`src/sv/sigmtr_pkg.sv`:
```
// Package for the signal meter: field widths, sequencer state type and
// channel packing constants. No dependencies.
package sigmtr_pkg;

    localparam int SAMPLE_W  = 12;  // converter sample, average, full scale
    localparam int ELAPSED_W = 10;  // milliseconds since previous sample
    localparam int DECAY_W   = 16;  // decay interval register
    localparam int SINCE_W   = 17;  // saturating time since last peak change
    localparam int LEVEL_W   = 6;   // internal segment count, up to 63
    localparam int SEG_OUT_W = 5;   // level and peak as delivered
    localparam int CFG_IDX_W = 2;
    localparam int CFG_DAT_W = 16;
    localparam int S_DATA_W  = 24;
    localparam int M_DATA_W  = 24;

    // Configuration register indexes
    localparam logic [CFG_IDX_W-1:0] CFG_FULL_SCALE = 2'd0;
    localparam logic [CFG_IDX_W-1:0] CFG_DECAY_MS   = 2'd1;

    localparam logic [SAMPLE_W-1:0] FULL_SCALE_RST = 12'd2000;
    localparam logic [DECAY_W-1:0]  DECAY_MS_RST   = 16'd150;
    localparam logic [SINCE_W-1:0]  SINCE_MAX      = '1;

    typedef enum logic [2:0] {
        ST_IDLE,
        ST_AVG,
        ST_SCALE,
        ST_DIV_LVL,
        ST_PEAK
    } meter_state_t;

endpackage

```
`src/sv/signal_meter_average_peak_hold.sv`:
```
// Signal meter top level: moving average, bargraph level, peak hold.
// Depends on sigmtr_pkg; one restoring divider under a small sequencer.
//
//  channel   | direction | handshake              | payload
//  ----------+-----------+------------------------+-------------------------------
//  s_        | in        | s_tvalid / s_tready    | s_tdata: sample, elapsed_ms
//  m_        | out       | m_tvalid / m_tready    | m_tdata: level, peak, average
//  cfg_      | in        | cfg_valid / cfg_ready  | cfg_addr, cfg_data
//
// Steps: an accepted item passes the accept step in idle, the window average
// by reciprocal multiplication, a clamp-and-scale step, DIV_W steps of the
// one-bit-per-cycle divider (DIV_W = 18 at the default parameters) for
// scaled / full_scale, and one peak step. A zero full scale skips the divider.
// s_tready is high only in idle; a result waiting in the output register does
// not block the next transaction, but the sequencer holds its last step until
// that register is free.
// Reset (aresetn low, synchronous) clears the ring, sum, peak, timers and loads
// full_scale = 2000 and decay_interval_ms = 150. cfg_ready is always high.
module signal_meter_average_peak_hold #(
    parameter int WINDOW_LEN    = 5,
    parameter int SEGMENT_COUNT = 25
) (
    input  logic                             aclk,
    input  logic                             aresetn,
    // Input transaction
    input  logic                             s_tvalid,
    output logic                             s_tready,
    // [11:0] sample, [21:12] elapsed_ms, [23:22] zero
    input  logic [sigmtr_pkg::S_DATA_W-1:0]  s_tdata,
    // Result transaction
    output logic                             m_tvalid,
    input  logic                             m_tready,
    // [4:0] level, [9:5] peak, [21:10] average, [23:22] zero
    output logic [sigmtr_pkg::M_DATA_W-1:0]  m_tdata,
    // Configuration writes
    input  logic                             cfg_valid,
    output logic                             cfg_ready,
    input  logic [sigmtr_pkg::CFG_IDX_W-1:0] cfg_addr,
    input  logic [sigmtr_pkg::CFG_DAT_W-1:0] cfg_data
);
    import sigmtr_pkg::*;

    // Widths that follow from the parameters
    localparam int POS_W  = (WINDOW_LEN > 1) ? $clog2(WINDOW_LEN) : 1;
    localparam int SUM_W  = SAMPLE_W + $clog2(WINDOW_LEN);
    localparam int PROD_W = SAMPLE_W + LEVEL_W;
    localparam int DIV_W  = PROD_W;
    localparam int CNT_W  = $clog2(DIV_W + 1);
    // Window average as (sum * AVG_MUL) >> AVG_SHIFT, exact for every sum
    localparam int AVG_SHIFT  = SUM_W + $clog2(WINDOW_LEN);
    localparam int AVG_MUL_W  = SUM_W + 1;
    localparam int AVG_PROD_W = SUM_W + AVG_MUL_W;
    localparam logic [AVG_MUL_W-1:0] AVG_MUL =
        AVG_MUL_W'(((1 << AVG_SHIFT) + WINDOW_LEN - 1) / WINDOW_LEN);
    localparam logic [POS_W-1:0]    POS_LAST = POS_W'(WINDOW_LEN - 1);
    localparam logic [LEVEL_W-1:0]  SEG_MAX  = LEVEL_W'(SEGMENT_COUNT);
    localparam logic [CNT_W-1:0]    DIV_STEPS = CNT_W'(DIV_W);

    // Configuration registers
    logic [SAMPLE_W-1:0] fs_reg;
    logic [DECAY_W-1:0]  decay_reg;

    // Meter state
    logic [SAMPLE_W-1:0] ring_reg [WINDOW_LEN];
    logic [SUM_W-1:0]    sum_reg,   sum_next;
    logic [POS_W-1:0]    pos_reg,   pos_next;
    logic [LEVEL_W-1:0]  level_reg, level_next;
    logic [LEVEL_W-1:0]  peak_reg,  peak_next;
    logic [SINCE_W-1:0]  since_reg, since_next;
    logic [SAMPLE_W-1:0] avg_reg,   avg_next;

    // Restoring divider
    logic [DIV_W-1:0]    quo_reg,   quo_next;
    logic [SAMPLE_W-1:0] rem_reg,   rem_next;
    logic [SAMPLE_W-1:0] dvs_reg,   dvs_next;
    logic [CNT_W-1:0]    cnt_reg,   cnt_next;

    // Sequencer and output register
    meter_state_t        state_reg, state_next;
    logic                mvalid_reg, mvalid_next;
    logic [M_DATA_W-1:0] mdata_reg,  mdata_next;

    logic                in_fire;
    logic                ring_we;
    logic                out_load;
    logic [SAMPLE_W-1:0] in_sample;
    logic [ELAPSED_W-1:0] in_elapsed;

    // Divider step
    logic [SAMPLE_W:0]   div_shift;
    logic [SAMPLE_W:0]   div_diff;
    logic                div_ge;

    // Working values
    logic [SINCE_W:0]    since_sum;
    logic [AVG_PROD_W-1:0] avg_prod;
    logic [SAMPLE_W-1:0] clamped;
    logic [PROD_W-1:0]   scaled;
    logic [LEVEL_W-1:0]  pk_hold;
    logic [SINCE_W-1:0]  since_hold;

    assign in_sample  = s_tdata[SAMPLE_W-1:0];
    assign in_elapsed = s_tdata[SAMPLE_W +: ELAPSED_W];

    assign s_tready  = (state_reg == ST_IDLE);
    assign in_fire   = s_tvalid && s_tready;
    assign cfg_ready = 1'b1;
    assign m_tvalid  = mvalid_reg;
    assign m_tdata   = mdata_reg;

    // One restoring division step: shift in the next dividend bit, try subtract
    assign div_shift = {rem_reg, quo_reg[DIV_W-1]};
    assign div_diff  = div_shift - {1'b0, dvs_reg};
    assign div_ge    = (div_shift >= {1'b0, dvs_reg});

    assign since_sum = {1'b0, since_reg} + (SINCE_W + 1)'(in_elapsed);
    assign avg_prod  = AVG_PROD_W'(sum_reg) * AVG_PROD_W'(AVG_MUL);
    assign clamped   = (avg_reg > fs_reg) ? fs_reg : avg_reg;
    assign scaled    = PROD_W'(clamped) * PROD_W'(SEG_MAX);

    // Peak follows the level up and restarts the hold timer
    always_comb begin
        if (level_reg > peak_reg) begin
            pk_hold    = level_reg;
            since_hold = '0;
        end else begin
            pk_hold    = peak_reg;
            since_hold = since_reg;
        end
    end

    always_comb begin
        state_next  = state_reg;
        sum_next    = sum_reg;
        pos_next    = pos_reg;
        level_next  = level_reg;
        peak_next   = peak_reg;
        since_next  = since_reg;
        avg_next    = avg_reg;
        quo_next    = quo_reg;
        rem_next    = rem_reg;
        dvs_next    = dvs_reg;
        cnt_next    = cnt_reg;
        mvalid_next = mvalid_reg;
        mdata_next  = mdata_reg;
        ring_we     = 1'b0;
        out_load    = 1'b0;

        // Drop the result once the consumer takes it
        if (mvalid_reg && m_tready) begin
            mvalid_next = 1'b0;
        end

        case (state_reg)
            ST_IDLE: begin
                if (in_fire) begin
                    // Replace the oldest ring entry, advance the timer with saturation
                    ring_we    = 1'b1;
                    sum_next   = sum_reg - SUM_W'(ring_reg[pos_reg]) + SUM_W'(in_sample);
                    pos_next   = (pos_reg == POS_LAST) ? '0 : pos_reg + 1'b1;
                    since_next = since_sum[SINCE_W] ? SINCE_MAX : since_sum[SINCE_W-1:0];
                    state_next = ST_AVG;
                end
            end
            ST_AVG: begin
                // Divide the window sum by its constant length
                avg_next   = avg_prod[AVG_SHIFT +: SAMPLE_W];
                state_next = ST_SCALE;
            end
            ST_DIV_LVL: begin
                rem_next = div_ge ? div_diff[SAMPLE_W-1:0] : div_shift[SAMPLE_W-1:0];
                quo_next = {quo_reg[DIV_W-2:0], div_ge};
                cnt_next = cnt_reg - 1'b1;
                if (cnt_reg == CNT_W'(1)) begin
                    level_next = quo_next[LEVEL_W-1:0];
                    state_next = ST_PEAK;
                end
            end
            ST_SCALE: begin
                // Zero full scale lights every segment; skip the divider
                if (fs_reg == '0) begin
                    level_next = SEG_MAX;
                    state_next = ST_PEAK;
                end else begin
                    quo_next   = DIV_W'(scaled);
                    rem_next   = '0;
                    dvs_next   = fs_reg;
                    cnt_next   = DIV_STEPS;
                    state_next = ST_DIV_LVL;
                end
            end
            ST_PEAK: begin
                // Hold until the output register is free
                if (!mvalid_reg || m_tready) begin
                    out_load = 1'b1;
                    if (since_hold > SINCE_W'(decay_reg)) begin
                        peak_next  = (pk_hold == '0) ? '0 : pk_hold - 1'b1;
                        since_next = '0;
                    end else begin
                        peak_next  = pk_hold;
                        since_next = since_hold;
                    end
                    mvalid_next = 1'b1;
                    mdata_next  = M_DATA_W'({avg_reg,
                                             peak_next[SEG_OUT_W-1:0],
                                             level_reg[SEG_OUT_W-1:0]});
                    state_next  = ST_IDLE;
                end
            end
            default: begin
                state_next = ST_IDLE;
            end
        endcase
    end

    always_ff @(posedge aclk) begin
        if (!aresetn) begin
            state_reg  <= ST_IDLE;
            sum_reg    <= '0;
            pos_reg    <= '0;
            level_reg  <= '0;
            peak_reg   <= '0;
            since_reg  <= '0;
            mvalid_reg <= 1'b0;
        end else begin
            state_reg  <= state_next;
            sum_reg    <= sum_next;
            pos_reg    <= pos_next;
            level_reg  <= level_next;
            peak_reg   <= peak_next;
            since_reg  <= since_next;
            mvalid_reg <= mvalid_next;
        end
    end

    // Datapath registers without reset
    always_ff @(posedge aclk) begin
        avg_reg   <= avg_next;
        quo_reg   <= quo_next;
        rem_reg   <= rem_next;
        dvs_reg   <= dvs_next;
        cnt_reg   <= cnt_next;
        mdata_reg <= mdata_next;
    end

    // Sample ring, cleared by reset
    always_ff @(posedge aclk) begin
        if (!aresetn) begin
            for (int i = 0; i < WINDOW_LEN; i++) begin
                ring_reg[i] <= '0;
            end
        end else if (ring_we) begin
            ring_reg[pos_reg] <= in_sample;
        end
    end

    always_ff @(posedge aclk) begin
        if (!aresetn) begin
            fs_reg    <= FULL_SCALE_RST;
            decay_reg <= DECAY_MS_RST;
        end else if (cfg_valid && cfg_ready) begin
            case (cfg_addr)
                CFG_FULL_SCALE: fs_reg    <= cfg_data[SAMPLE_W-1:0];
                CFG_DECAY_MS:   decay_reg <= cfg_data[DECAY_W-1:0];
                default: begin
                end
            endcase
        end
    end

    // Checks on the sequencer and datapath
    a_accept_starts_avg: assert property (@(posedge aclk) disable iff (!aresetn)
        in_fire |=> (state_reg == ST_AVG))
        else $error("accepted transaction did not start the window average");

    a_rem_below_divisor: assert property (@(posedge aclk) disable iff (!aresetn)
        (state_reg == ST_DIV_LVL) |-> (rem_reg < dvs_reg))
        else $error("divider remainder reached the divisor");

    a_level_in_range: assert property (@(posedge aclk) disable iff (!aresetn)
        (level_reg <= SEG_MAX) && (peak_reg <= SEG_MAX))
        else $error("level or peak beyond segment count");

    a_timer_after_result: assert property (@(posedge aclk) disable iff (!aresetn)
        out_load |=> (since_reg <= SINCE_W'($past(decay_reg))))
        else $error("hold timer above decay interval after a result");

    a_result_loaded_once: assert property (@(posedge aclk) disable iff (!aresetn)
        out_load |=> (mvalid_reg && state_reg == ST_IDLE))
        else $error("result not presented after the peak step");

endmodule

```
`config.mk`:
```
export PLATFORM = sky130hd
export DESIGN_NAME = signal_meter_average_peak_hold
export DESIGN_NICKNAME = d
export VERILOG_FILES = /design/src/sv/sigmtr_pkg.sv /design/src/sv/signal_meter_average_peak_hold.sv
export SDC_FILE = /design/constraint.sdc
export NUM_CORES = 1
export LEC_CHECK = 0
export ABC_AREA = 1
export BUFFER_PORTS_ARGS = -buffer_cell sky130_fd_sc_hd__buf_4
export CAP_MARGIN = 20
export CORE_ASPECT_RATIO = 1.25
export CORE_MARGIN = 3
export CORE_UTILIZATION = 35
export CTS_BUF_LIST = sky130_fd_sc_hd__clkbuf_16
export CTS_CLUSTER_DIAMETER = 40
export CTS_CLUSTER_SIZE = 25
export DETAILED_ROUTE_END_ITERATION = 10
export HOLD_SLACK_MARGIN = 0.1
export PLACE_DENSITY = 0.61
export SLEW_MARGIN = 10
export SYNTH_ARGS = -nofsm -noshare
export SYNTH_HDL_FRONTEND = slang
export SYNTH_SLANG_ARGS = --single-unit
```
`constraint.sdc`:
```
create_clock -name aclk -period 4.84 [get_ports aclk]
set_clock_uncertainty 0.15 [all_clocks]
set_input_delay 1.452 -clock aclk [delete_from_list [all_inputs] [get_ports aclk]]
set_output_delay 1.452 -clock aclk [all_outputs]
set_load 0.02 [all_outputs]
```
# After elaboration in Yosys (flattened, before gate mapping)
# Memories as Yosys holds them, arrays and structs flattened. A register that Yosys moved wholly into a read port is not among the register bits.
# Cells that the tools add are included.
# classes
n_mul	2
n_reduce_logical	20
bitwise_logic	1
n_eq_ne	12
order_cmp	4
n_addsub	7
muxes	40
# op_table
operator	count
17-bit 2-to-1 mux	5
12-bit 2-to-1 mux	4
18-bit case mux with 2 select lines	1
17-bit case mux with 2 select lines	1
15-bit by 16-bit multiplier with 30-bit output, second input constant	1
6-bit 2-to-1 mux	5
3-bit 2-to-1 mux	8
12-bit case mux with 2 select lines	1
17-bit by 10-bit adder with 18-bit output	1
18-bit 2-to-1 mux	1
17-bit by 16-bit > comparator with 1-bit output	1
12-bit by 5-bit multiplier with 17-bit output, second input constant	1
15-bit by 12-bit adder with 15-bit output	1
3-bit case mux with 5 select lines	1
15-bit by 12-bit subtractor with 15-bit output	1
13-bit by 12-bit greater-or-equal comparator with 1-bit output	1
12-bit > comparator	1
12-bit zero test	1
6-bit case mux with 2 select lines	1
2-bit AND reduction	6
12-bit OR reduction	1
12-bit subtractor	1
1-bit 2-to-1 mux	10
5-bit case mux with 2 select lines	1
other kinds (21)	30
# totals
in_bits	47
n_memories	1
ff_bits	160
out_inout_bits	27
ramBits	60
elab_cells	102
# mem_list
memory	depth	word_bits	rd	rd_ports_with_merged_regs	wr	line_no	rtl
ring_reg	5	12	1	1	5	signal_meter_average_peak_hold.sv:64	logic [SAMPLE_W-1:0] ring_reg [WINDOW_LEN];

# Longest topological paths before layout
# Gate-level depths: netlist of the first run.
# logic_depth
ltp_word	9
ltp_mapped	30
depth_no_buf	29

# Least setup slack after synthesis of the first run
# No wires, ideal clock.
# synth_path
path_kind	register to register
start	register sum_reg[13]
end	register avg_reg[11], data pin
setup_ps	264
slack_ps	-271
arrival_time_ps	4697
path_buffers	0
stages_incl_launch_ff	18
cell_sequence	dfxtp_1 > inv_1 > ha_1 > fa_1 > fa_1 > fa_1 > inv_1 > fa_1 > inv_1 > fa_1 > inv_1 > ha_1 > nand2_1 > nor4_1 > nand3_1 > o211ai_1 > a31oi_1 > xor2_1
# synth_between
elab_chain_len	1
# synth_lines
item	line_no	rtl
start, declared	signal_meter_average_peak_hold.sv:65	logic [SUM_W-1:0] sum_reg, sum_next;
start signal, assigned	signal_meter_average_peak_hold.sv:227	sum_reg <= sum_next;
15-bit by 16-bit multiplier with 30-bit output	signal_meter_average_peak_hold.sv:117	assign avg_prod = AVG_PROD_W'(sum_reg) * AVG_PROD_W'(AVG_MUL);
net avg_prod[29]	signal_meter_average_peak_hold.sv:96	logic [AVG_PROD_W-1:0] avg_prod;
end signal, assigned	signal_meter_average_peak_hold.sv:238	avg_reg <= avg_next;
end, declared	signal_meter_average_peak_hold.sv:70	logic [SAMPLE_W-1:0] avg_reg, avg_next;
# The timed path passes the listed nets, and every way through them passes these cells.
# A chain may end at the register's enable or synchronous reset.

# Worst setup path in the final report of the first run
# layout_path
start	register sum_reg[10]
end	register avg_reg[11], data pin
# The elaborated chain is that of the path after synthesis.

==> results.md, run 1 <==
* Status: complete, but fails checks
* Failing checks: setup timing
* Hold Path Class: register to register
* Clock Pin Slew Worst Setup and Hold Paths at 0.07 ns
* Synthesized flop and latch total at 259
* Top area cells in the synthesized netlist: edfxtp_1, ha_1, dfxtp_1
* Root buf cell: clkbuf_16
* Core area at 51,900 µm²
* Post-DRT Antenna Nets at 0
* Post-route cell area at 23,700 µm²
* Max Fclk at roughly 0.2 GHz
* DP HPWL at 36,400 µm
* Share of cells above drive strength 1 at 23.3%
* Syn_area_per_cell at 8.80 µm²
* Max reg flops at 96
* Slew Viols, Final at 0
* Worst Path Max Fanout at 4
* RD Place Congestion at 0.880
* DRT Pass-1 Iters at 5
* Cts-stage hold buffer count at 0
* Yosys top cell area share at 28.7%
* CTS sink cnt at 259
* Crit start category: register
* Ys flop type: edfxtp_1
* Initial antenna violation count at 0
* Ys async rst share at 0%
* Die width at roughly 210 µm
* CP endpoint kind: register
* TritonCTS clock tree: built
* Final Cycle Share at 106%
* Setup violators final at 11
* First-pass GRT wire length at 77,700 µm
* Synth area leader: edfxtp_1
* Synth Instances at ~2,100
* Nets at 2,694
* Yosys synthesis warning count at 0
* Antenna cells at 0
* Final hold violations at 0
* Cell variety after synth at between 50 and 60
* Crit path DAT at 5.24 ns
* Cell row count at a little over 90
* Number of remaining DRC errors at 0
* IO Pins at 74
* Gr ovfl total at 0
* Place WS at -0.354 ns
* Slew HR at 35.0%
* Post-Syn Area at 18,500 µm²
* Fillers at 4,875
* Die Ht at 263 µm
* Least-Margin Pin Slew at 0.972 ns
* Initial DRC Count at roughly 820
* Crit path time final at 5.11 ns
* Die area at 55,700 µm²
* Routed WL at 48,500 µm
* Initial Utilization at between 30% and 40%
* Num CTS Buffers at 41
* Unrepaired setup endpoints after global routing: true
* Total GRT Usage at 17.2%
* Placed instance area at between 20,000 and 25,000 µm²
* Routed len/inst at approximately 16 µm
* Via count at 15,100
* Setup Crit Path Kind: register to register
* Port bufs at 68
* CTS Buffer Depth at 3
* Post-synth EDFFs at between 150 and 200
* Worst EP required at a little under 5 ns
* Worst Setup Slack, final at -0.273 ns
* H-tree levels at 2
* Area added between synthesis and finish at 27.9%
* Max-cap violation count at 0
* Largest net degree at the start of global routing at 61
* Vias in the first global route at 15,600
* Clk_lat worst skew at approximately 0.59 ns
* Post-synthesis sequential area ratio at 37.6%
* Drt via density at 4.98
[per-stage QoR]
step	hold slack, ns	std cells	setup TNS, ns	utilization (%)
floorplan	0.258	2105	-0.0195	-
global placement	0.270	2936	-2.96	40.4
detailed placement	0.268	2936	-3.26	40.4
CTS	0.243	3025	-2.06	44.3
global route	0.267	3040	-3.73	45.7
finish	0.251	3040	-1.28	45.7
[synth_stat cells (21+ instances only)]
| cell | instances |
|---|---|
| inv_1 | 360 |
| nand2_1 | 251 |
| nor2_1 | 237 |
| ha_1 | 225 |
| o21ai_0 | 185 |
| edfxtp_1 | 177 |
| a21oi_1 | 166 |
| dfxtp_1 | 82 |
| fa_1 | 80 |
| nand3_1 | 56 |
| clkbuf_1 | 43 |
| xor2_1 | 35 |
| a31oi_1 | 21 |
| nor3_1 | 21 |
[layout make-up]
class                      count  area, µm²  share of cell area, %
tap                          665        832                   3.51
multi-input combinational   1422      11100                   46.8
timing repair buffer         253       1950                   8.21
inverter                     365       1380                   5.80
sequential                   259       6980                   29.5
clock inverter                35        447                   1.89
clock buffer                  41       1030                   4.33
[critical path: stages (launching register included)]
cell and delay (ns):
dfxtp_4 0.38, ha_4 0.27, inv_2 0.03, fa_2 0.55
fa_2 0.45, fa_1 0.49, inv_1 0.05, fa_2 0.54
fa_2 0.46, ha_4 0.31, nand2_4 0.06, nor4_4 0.32
nand3_1 0.12, o211ai_1 0.20, buf_4 0.19, a31oi_4 0.08
xor2_1 0.16
[logic make-up (layout without fill, tap and decap cells)]
kind of cell,count (synthesis),in the layout,share of synthesized area [%]
AO/OA/AOI/OAI,444,444,13.2
XOR/XNOR,55,55,2.60
adder cells (fa/ha/maj),305,305,23.8
buffers and inverters,424,694,8.78
flip-flops,259,259,37.6
other,2,3,0.0405
AND/OR/NAND/NOR,615,615,14.0
[layer usage]
metal	track usage (%)	wire, µm	up-vias
met4	6.34	1790	0
li1	-	-	7492
met5	0	0	-
met1	19.7	19600	7212
met3	2.36	1770	100
met2	32.1	25300	321
[timing repair]
item	4_1_cts	5_1_grt
endpoints found under the hold margin	0	0
setup buffers	12	14
resized for setup	93	143
pin swaps	41	80
endpoints found under the setup margin	14	18
gates cloned	1	0
[final timing paths]
path | slack, ns | startpoint | to | cells after the start
setup / recovery | -0.27 | sum_reg[10] | avg_reg[11] | 16
hold / removal | 0.25 | fs_reg[3] | dvs_reg[3] | 0
setup reg to reg | -0.27 | sum_reg[10] | avg_reg[11] | 16
hold reg to reg | 0.25 | fs_reg[3] | dvs_reg[3] | 0
[placed cells by master (no fill, tap or decap), types with 10 or more instances in the layout]
cell,instances
inv_1,325
buf_4,239
nand2_1,236
nor2_1,224
ha_1,178
edfxtp_1,177
o21ai_0,161
a21oi_1,145
dfxtp_1,71
fa_1,67
nand3_1,52
ha_4,45
clkbuf_16,41
inv_2,37
xor2_1,32
nand2_2,20
xnor2_1,20
o21ai_1,18
a31oi_1,17
nor3_1,16
a21oi_2,13
o211ai_1,13
fa_2,13
buf_6,13
nand4_1,12
o22ai_1,12
nor2_2,11
o21ai_2,10
Power of run 1 is left out: the tool's default activity adds up to more than one toggle a clock period on the data nets, which glitch-free logic cannot reach.
==> run 2, diff against run 1 <==
Settings changed: CAP_MARGIN 20 to default, PLACE_DENSITY 0.61 to 0.59.
Clock period 4.84 ns to 6.15 ns, I/O delays scaled along.
==> results.md, run 2 (same netlist as run 1, synthesis figures left out) <==
* Status: finished clean
* Setup Crit Path Kind: register to register
* CP peak stage delay at 0.79 ns
* Clk_lat worst skew at 0.55 ns
* Top delay family on crit path: adder cells
* Cts-stage hold buffer count at 0
* Metal2 WL at 23,500 µm
* Crit start category: register
* Max reg flops at 96
* CP Buf/Inv Count at 5
* CP endpoint kind: register
* First-pass GRT wire length at 73,400 µm
* Routed WL at roughly 45,000 µm
* Drt via density at 4.97
* Fillers at 5,120
* Leading cell type in the layout, fill and taps excluded: inv_1
* Worst Path Max Fanout at 16
* R2R setup slack at around 0.44 ns
* Core area at 51,900 µm²
* Antenna cells at 0
* Gr ovfl total at 0
* Worst EP required at between 6 and 7 ns
* Clock Pin Slew Worst Setup and Hold Paths at 0.05 ns
* Crit-path cells: inv_1, ha_1, nand4_1, o41ai_4, buf_4, nand2_1, o21ai_0, ha_1, ha_1, inv_1, fa_1, inv_1, ha_1, a21oi_1, o21ai_0, a21oi_1, o21ai_0, nand2_1, inv_1, o21ai_0, nand2_1, or2_2, nand3_1, nand2_1
* Total Neg Setup Slack at 0 ns
* Most frequent cells in the layout: inv_1, nand2_1, nor2_1
* Met3 Routed Length at around 1900 µm
* DRT Pass-1 Iters at 5
* DR top layer: met4
* Routed len/inst at 15.7 µm
* Cell row count at 93
* Hold Path Class: register to register
* Max-cap violation count at 0
* DP HPWL at 35,400 µm
* Initial Utilization at 35.7%
* Slew Viols, Final at 0
* Largest net degree at the start of global routing at 55
* Via count at 14,400
* RD Place Congestion at 0.856
* Area added between synthesis and finish at 15.3%
* Vias in the first global route at 14,700
* CTS Buffer Depth at 3
* Initial antenna violation count at 0
* Die area at about 56,000 µm²
* Nets at 2,538
* Final Cycle Share at 92.8%
* Num CTS Buffers at 44
* Unrepaired setup endpoints after global routing: false
* TritonCTS clock tree: built
* Post-DRT Antenna Nets at 0
* Number of remaining DRC errors at 0
* Root buf cell: clkbuf_16
* Die Ht at between 200 and 300 µm
* Total GRT Usage at 16.3%
* IO Pins at 74
* Final hold violations at 0
* CTS sink cnt at 259
* Share of cells above drive strength 1 at 9.41%
* H-tree levels at 2
* Crit path DAT at 5.85 ns
* Initial DRC Count at 892
* Die width at 212 µm
* Port bufs at about 70
* Slowest cell on crit path: o41ai_4
* Least-Margin Pin Slew at 0.993 ns
* Met1 wire length at 18,700 µm
* Slew HR at 33.4%
* Crit path time final at 5.71 ns
* Setup violators final at 0
* Max Fclk at 0.175 GHz
-- run 2: repair_timing --
item | 4_1_cts | 5_1_grt
endpoints found under the setup margin | 0 | 4
resized for setup | 0 | 1
buffers inserted | 0 | 2
-- run 2: path summary, 6_finish.rpt --
path	end	cells after the start	start
max	quo_reg[16]	24	fs_reg[11]
min	dvs_reg[6]	0	fs_reg[6]
max reg2reg	quo_reg[16]	24	fs_reg[11]
min reg2reg	dvs_reg[6]	0	fs_reg[6]
-- run 2: routing by layer --
metal | vias to the layer above | GRT usage, %
li1 | 7171 | -
met1 | 6796 | 19.1
met2 | 304 | 30.2
met3 | 86 | 2.61
met4 | 0 | 4.78
met5 | - | 0
-- run 2: stage by stage --
stage	instance area (µm²)	hold WS (ns)	setup WS, ns	utilization (%)	cells
5_1_grt	21300	0.299	0.0187	41.1	2887
2_1_floorplan	18500	0.258	1.04	-	2105
6_report	21300	0.279	0.444	41.1	2887
3_5_place_dp	19800	0.265	0.212	38.2	2803
3_3_place_gp	19800	0.265	0.287	38.2	2803
4_1_cts	21300	0.277	0.223	41.1	2885
-- run 2: worst register-to-register path: stages, from the launching register on --
cell and delay [ns]:
dfxtp_1 0.36, inv_1 0.10, ha_1 0.34, nand4_1 0.20, o41ai_4 0.79, buf_4 0.28, nand2_1 0.05, o21ai_0 0.24
ha_1 0.36, ha_1 0.28, inv_1 0.05, fa_1 0.51, inv_1 0.04, ha_1 0.34, a21oi_1 0.15, o21ai_0 0.09
a21oi_1 0.20, o21ai_0 0.14, nand2_1 0.08, inv_1 0.04, o21ai_0 0.17, nand2_1 0.09, or2_2 0.28, nand3_1 0.07
nand2_1 0.05
-- run 2: area by class of cell --
class	instances	area (µm²)	share of cell area, %
well taps	665	832	3.90
flip-flops and latches	259	6960	32.6
repair buffers	94	706	3.31
clock buffers	45	1130	5.27
multi-input cells	1422	9980	46.7
inverters	365	1370	6.42
clock inverters	37	382	1.79
Power of run 2 is left out for the same reason.
